`config.mk`:
```
export PLATFORM = sky130hd
export DESIGN_NAME = cl_ctrl
export DESIGN_NICKNAME = d
export VERILOG_FILES = /design/src/design/cl_pkg.sv /design/src/design/cl_ctrl.sv
export SDC_FILE = /design/constraint.sdc
export NUM_CORES = 1
export LEC_CHECK = 0
export ABC_CLOCK_PERIOD_IN_PS = 1590
export BUFFER_PORTS_ARGS = -buffer_cell sky130_fd_sc_hd__clkbuf_2
export CORE_AREA = 5 5 42 44
export CTS_BUF_LIST = sky130_fd_sc_hd__clkbuf_8
export DETAILED_ROUTE_END_ITERATION = 12
export DIE_AREA = 0 0 47 49
export GPL_TIMING_DRIVEN = 1
export PLACE_DENSITY = 0.39
export SETUP_SLACK_MARGIN = 0.4
export SLEW_MARGIN = 20
export SYNTH_ARGS = -nofsm -noshare
export SYNTH_HDL_FRONTEND = slang
export SYNTH_SLANG_ARGS = --single-unit
```
`constraint.sdc`:
```
create_clock -name clk -period 1.59 [get_ports clk]
set_input_delay 0.318 -clock clk [delete_from_list [all_inputs] [get_ports clk]]
set_output_delay 0.318 -clock clk [all_outputs]
set_load 0.03 [all_outputs]
```
`src/design/cl_pkg.sv`:
```
`default_nettype none
package cl_pkg;

  localparam int unsigned SAMPLE_W = 16;
  localparam int unsigned PROD_W   = 18;
  localparam int unsigned PHASE_W  = 32;
  localparam int unsigned GAIN_W   = 16;
  localparam int unsigned QTR_N    = 257;

  typedef enum logic [0:0] {
    OP_SAMPLE = 1'b0,
    OP_LOAD   = 1'b1
  } op_t;

  typedef enum logic [2:0] {
    ST_IDLE,
    ST_MIX,
    ST_FILT,
    ST_ARM,
    ST_PROD,
    ST_UPDATE,
    ST_OUT
  } state_t;

  typedef struct packed {
    logic mix;
    logic filt_clear;
    logic filt_step;
    logic arm;
    logic prod;
    logic update;
  } cl_cmd_t;

  typedef struct packed {
    logic filt_done;
  } cl_status_t;

  // Quarter-wave sine, round(32767*sin(pi/2*q/256)).
  function automatic logic [15:0] quarter_sine(input logic [8:0] q);
    logic [63:0] x;
    logic [63:0] x2;
    logic [63:0] term;
    logic signed [63:0] sum;
    logic signed [63:0] v;
    x = (64'(q) * 64'd3373259426) / 64'd512;
    x2 = (x * x) >> 30;
    term = x;
    sum = $signed(x);
    for (int n = 1; n <= 7; n++) begin
      term = ((term * x2) >> 30) / 64'((2 * n) * (2 * n + 1));
      if ((n % 2) == 1) sum = sum - $signed(term);
      else sum = sum + $signed(term);
    end
    if (sum < 0) sum = 0;
    v = (sum * 32767 + (64'sd1 <<< 29)) >>> 30;
    if (v > 32767) v = 32767;
    return v[15:0];
  endfunction

  // The series is evaluated once at elaboration; entry q sits at bits [16*q +: 16].
  function automatic logic [QTR_N*16-1:0] quarter_table();
    logic [QTR_N*16-1:0] t;
    t = '0;
    for (int q = 0; q < QTR_N; q++) t[16*q +: 16] = quarter_sine(9'(q));
    return t;
  endfunction

  localparam logic [QTR_N*16-1:0] QTR_TABLE = quarter_table();

endpackage
`default_nettype wire

```
`src/design/cl_ctrl.sv`:
```
`default_nettype none
module cl_ctrl
  import cl_pkg::*;
(
  input  wire logic       clk,
  input  wire logic       rst,
  input  wire logic       start,
  input  wire logic       out_free,
  input  wire cl_status_t status,
  output cl_cmd_t         cmd,
  output logic            busy,
  output logic            out_load
);

  state_t state, state_next;

  always_ff @(posedge clk) begin
    if (rst) state <= ST_IDLE;
    else state <= state_next;
  end

  always_comb begin
    state_next = state;
    unique case (state)
      ST_IDLE:   if (start) state_next = ST_MIX;
      ST_MIX:    state_next = ST_FILT;
      ST_FILT:   if (status.filt_done) state_next = ST_ARM;
      ST_ARM:    state_next = ST_PROD;
      ST_PROD:   state_next = ST_UPDATE;
      ST_UPDATE: state_next = ST_OUT;
      ST_OUT:    if (out_free) state_next = ST_IDLE;
      default:   state_next = ST_IDLE;
    endcase
  end

  always_comb begin
    cmd = '0;
    busy = 1'b1;
    out_load = 1'b0;
    unique case (state)
      ST_IDLE:   busy = 1'b0;
      ST_MIX:    begin cmd.mix = 1'b1; cmd.filt_clear = 1'b1; end
      ST_FILT:   cmd.filt_step = 1'b1;
      ST_ARM:    cmd.arm = 1'b1;
      ST_PROD:   cmd.prod = 1'b1;
      ST_UPDATE: cmd.update = 1'b1;
      ST_OUT:    out_load = out_free;
      default:   busy = 1'b1;
    endcase
  end

  assert property (@(posedge clk) disable iff (rst)
    (state == ST_IDLE && start) |=> state == ST_MIX)
    else $error("start not taken");
  assert property (@(posedge clk) disable iff (rst)
    cmd.update |=> state == ST_OUT)
    else $error("update not followed by output");
  assert property (@(posedge clk) disable iff (rst)
    $onehot0({cmd.mix, cmd.filt_step, cmd.arm, cmd.prod, cmd.update}))
    else $error("commands overlap");

endmodule
`default_nettype wire

```
==> results.py <==
metrics = {
    "setup_path": {
        "r2r-start": "state[1]",
        "worst_r2r_path_depth": 4,
        "crit_fanout": 6,
        "rrSetupSlack_ps": 530,
        "required_ps": 1270,
        "worstSetupStartpointType": "flop",
        "crit_start": "state[1]",
        "worstSetupPathType": "flop to output pin",
        "crit_arrival_ps": 1090,
        "endpoint": "busy",
        "r2r-end": "state[0]",
        "end_kind": "output pin",
    },
    "finish": {
        "largestRegisters": "state: 3 flops",
        "layout.nets": 54,
        "fin_cells": 64,
        "fillers": 151,
        "final_area_um2": 553,
        "final_common_cell": "buf_4",
        "drive_above_1_share": 0.833,
        "largest_reg_flops": 3,
        "regMostFlops": "state",
        "syn_to_final_growth_pct": 143,
        "diodes": 0,
        "final_cell_mix": "buf_4 (9), clkbuf_8 (6), clkbuf_2 (4), buf_8 (4)",
    },
    "cts": {
        "clockBufferDepth": 2,
        "insertion_delay_ps": 210,
        "numCtsBuffers": 3,
        "cts_tree": "built",
        "path_clk_slew_ps": 30,
        "cts.root.buffer_cell": "clkbuf_8",
        "cts-hold-fix-buffers": 0,
        "clock-sinks": 3,
        "htreeDepth": 1,
    },
    "die": {
        "dieArea_um2": 2300,
        "fp-row-count": 14,
        "core_region_area_um2": 1400,
        "boundaryPins": 13,
        "die_w_um": 47,
        "initial_core_util": 0.162,
        "die_y_um": 49,
    },
    "timing": {
        "min_period_ps": 1410,
        "hold_viol_final": 0,
        "post-route-period-util": 0.888,
        "finalClockSkew_ps": 0.195,
        "slew_violations": 0,
        "max_freq_mhz": 708,
        "timing.setup.tns_ps": 0,
        "max_slew_margin": 0.891,
        "tightest_slew_ps": 164,
        "layout_setup_ws_ps": 178,
        "rsz0062_at_grt": "yes",
        "setup-violations-final": 0,
    },
    "synthesis": {
        "synthesis.area_um2": 228,
        "synthTopCellsByArea": "dfxtp_1 (26%), buf_6 (9.9%), o21bai_4 (8.2%)",
        "yosys.area_share.simple": 0.341,
        "synthesis.nets": 30,
        "yosysUniqueCellTypes": 20,
        "avgSynthCellArea_um2": 9.11,
        "ys_seq_elements": 3,
        "synth_top_family_by_area": "simple AND/OR/NAND/NOR gates",
        "yosysTopAreaCell": "dfxtp_1",
        "syn_inst": 25,
        "synthAdderAreaFrac": 0,
        "synth-seq-area-share": 0.264,
        "synth_top_area_frac": 0.264,
        "ys_warn_count": 0,
        "synth_compound_area_frac": 0.225,
        "synthMuxAreaShare": 0,
        "synth-xor-area-share": 0,
    },
    "placement": {
        "post-place-ws_ps": 198,
        "routabilityCongestion": 0.640,
        "port_buffers": 12,
        "dpl.hpwl_um": 459,
        "dpl.cell_count": 51,
        "dpl_cell_area_um2": 328,
    },
    "power": {
        "p_per_area_nw_per_um2": 860,
        "p_leak_nw": 0.248,
        "max-vdd-ir-drop_v": 0.000485,
    },
    "global_routing": {
        "grt_pass1_vias": 247,
        "use_met1": 0.0680,
        "met3_usage": 0.0221,
        "grtUsageMet2": 0.0882,
        "grt_usage": 0.0619,
        "grt_max_degree": 10,
        "top_usage_layer": "met2",
        "grt_pass1_wl_mm": 1.01,
        "antenna_found_initial": 0,
        "grt_overflow_total": 0,
    },
    "detailed_routing": {
        "ant_nets": 0,
        "wl_per_cell_um": 10.2,
        "drc": 0,
        "firstDrtPassIters": 2,
        "drtIter0Drc": 1,
        "via_per_inst": 4.25,
        "wirelength_um": 654,
        "vias": 272,
    },
    "min_path": {
        "min_from": "rst",
        "worstHoldPathCells": 2,
        "hold_path.class": "primary input to flop",
    },
    "run_status": {
        "status": "complete, no violations",
    },
    "job": {
        "drv_cap": 0,
    },
}
==> per-layer routing <==
layer / share of wire / routed length (um)
met4: 0 / 0
met2: 0.57 / 372
met3: 0.080 / 52
met5: 0 / 0
met1: 0.35 / 229
==> Yosys cell counts, drive strengths merged <==
| library cell | number |
|---|---|
| inv | 1 |
| o211a | 1 |
| nor3 | 2 |
| a21oi | 2 |
| o21bai | 1 |
| dfxtp | 3 |
| nand2b | 1 |
| nand3b | 1 |
| nand3 | 1 |
| nor2 | 2 |
| nand2 | 1 |
| or3 | 1 |
| buf | 4 |
| a211oi | 1 |
| nor3b | 2 |
| and3 | 1 |
==> worst min-delay path by stage <==
stage | endpoint | slack [ps]
6_report | state[0] | 310
5_1_grt | state[0] | 330
4_1_cts | state[0] | 310
3_5_place_dp | state[0] | 540
3_3_place_gp | state[0] | 540
2_1_floorplan | state[0] | 380
==> through the flow <==
stage,utilization,hold WS (ps),total power (W)
floorplan,-,383,0.000182
global placement,0.234,537,0.000196
detailed placement,0.234,544,0.000197
CTS,0.368,308,0.000463
global route,0.395,329,0.000503
finish,0.395,312,0.000476
==> critical path: stages, from the launching register on <==
cell     delay (ps)
dfxtp_4         350
or3_4           390
buf_8           140
==> cells by family after synthesis <==
logic type,count (synthesis)
AO/OA/AOI/OAI,5
buffers and inverters,5
flip-flops,3
AND/OR/NAND/NOR,12
==> power by group <==
part / internal, W / switching (W)
clock: 0.000164 / 0.0000477
combinational: 0.0000963 / 0.0000744
sequential: 0.0000813 / 0.0000117
total: 0.000342 / 0.000134
==> cell type report <==
cell class | count | area [um^2] | share of cell area
multi-input cells | 17 | 185 | 0.335
repair buffers | 23 | 223 | 0.403
clock inverters | 1 | 3.75 | 0.00679
flip-flops and latches | 3 | 71.3 | 0.129
clock buffers | 3 | 41.3 | 0.0747
inverters | 1 | 8.76 | 0.0158
well taps | 16 | 20.0 | 0.0362
==> timing repair <==
item                                    in CTS  in global routing
gates cloned                                 0                  0
pin swaps                                    3                  2
endpoints found under the setup margin       8                  8
buffers inserted                             8                  1
gates resized for setup                     23                 13
Note: power is estimated with default switching activity, not from simulation.
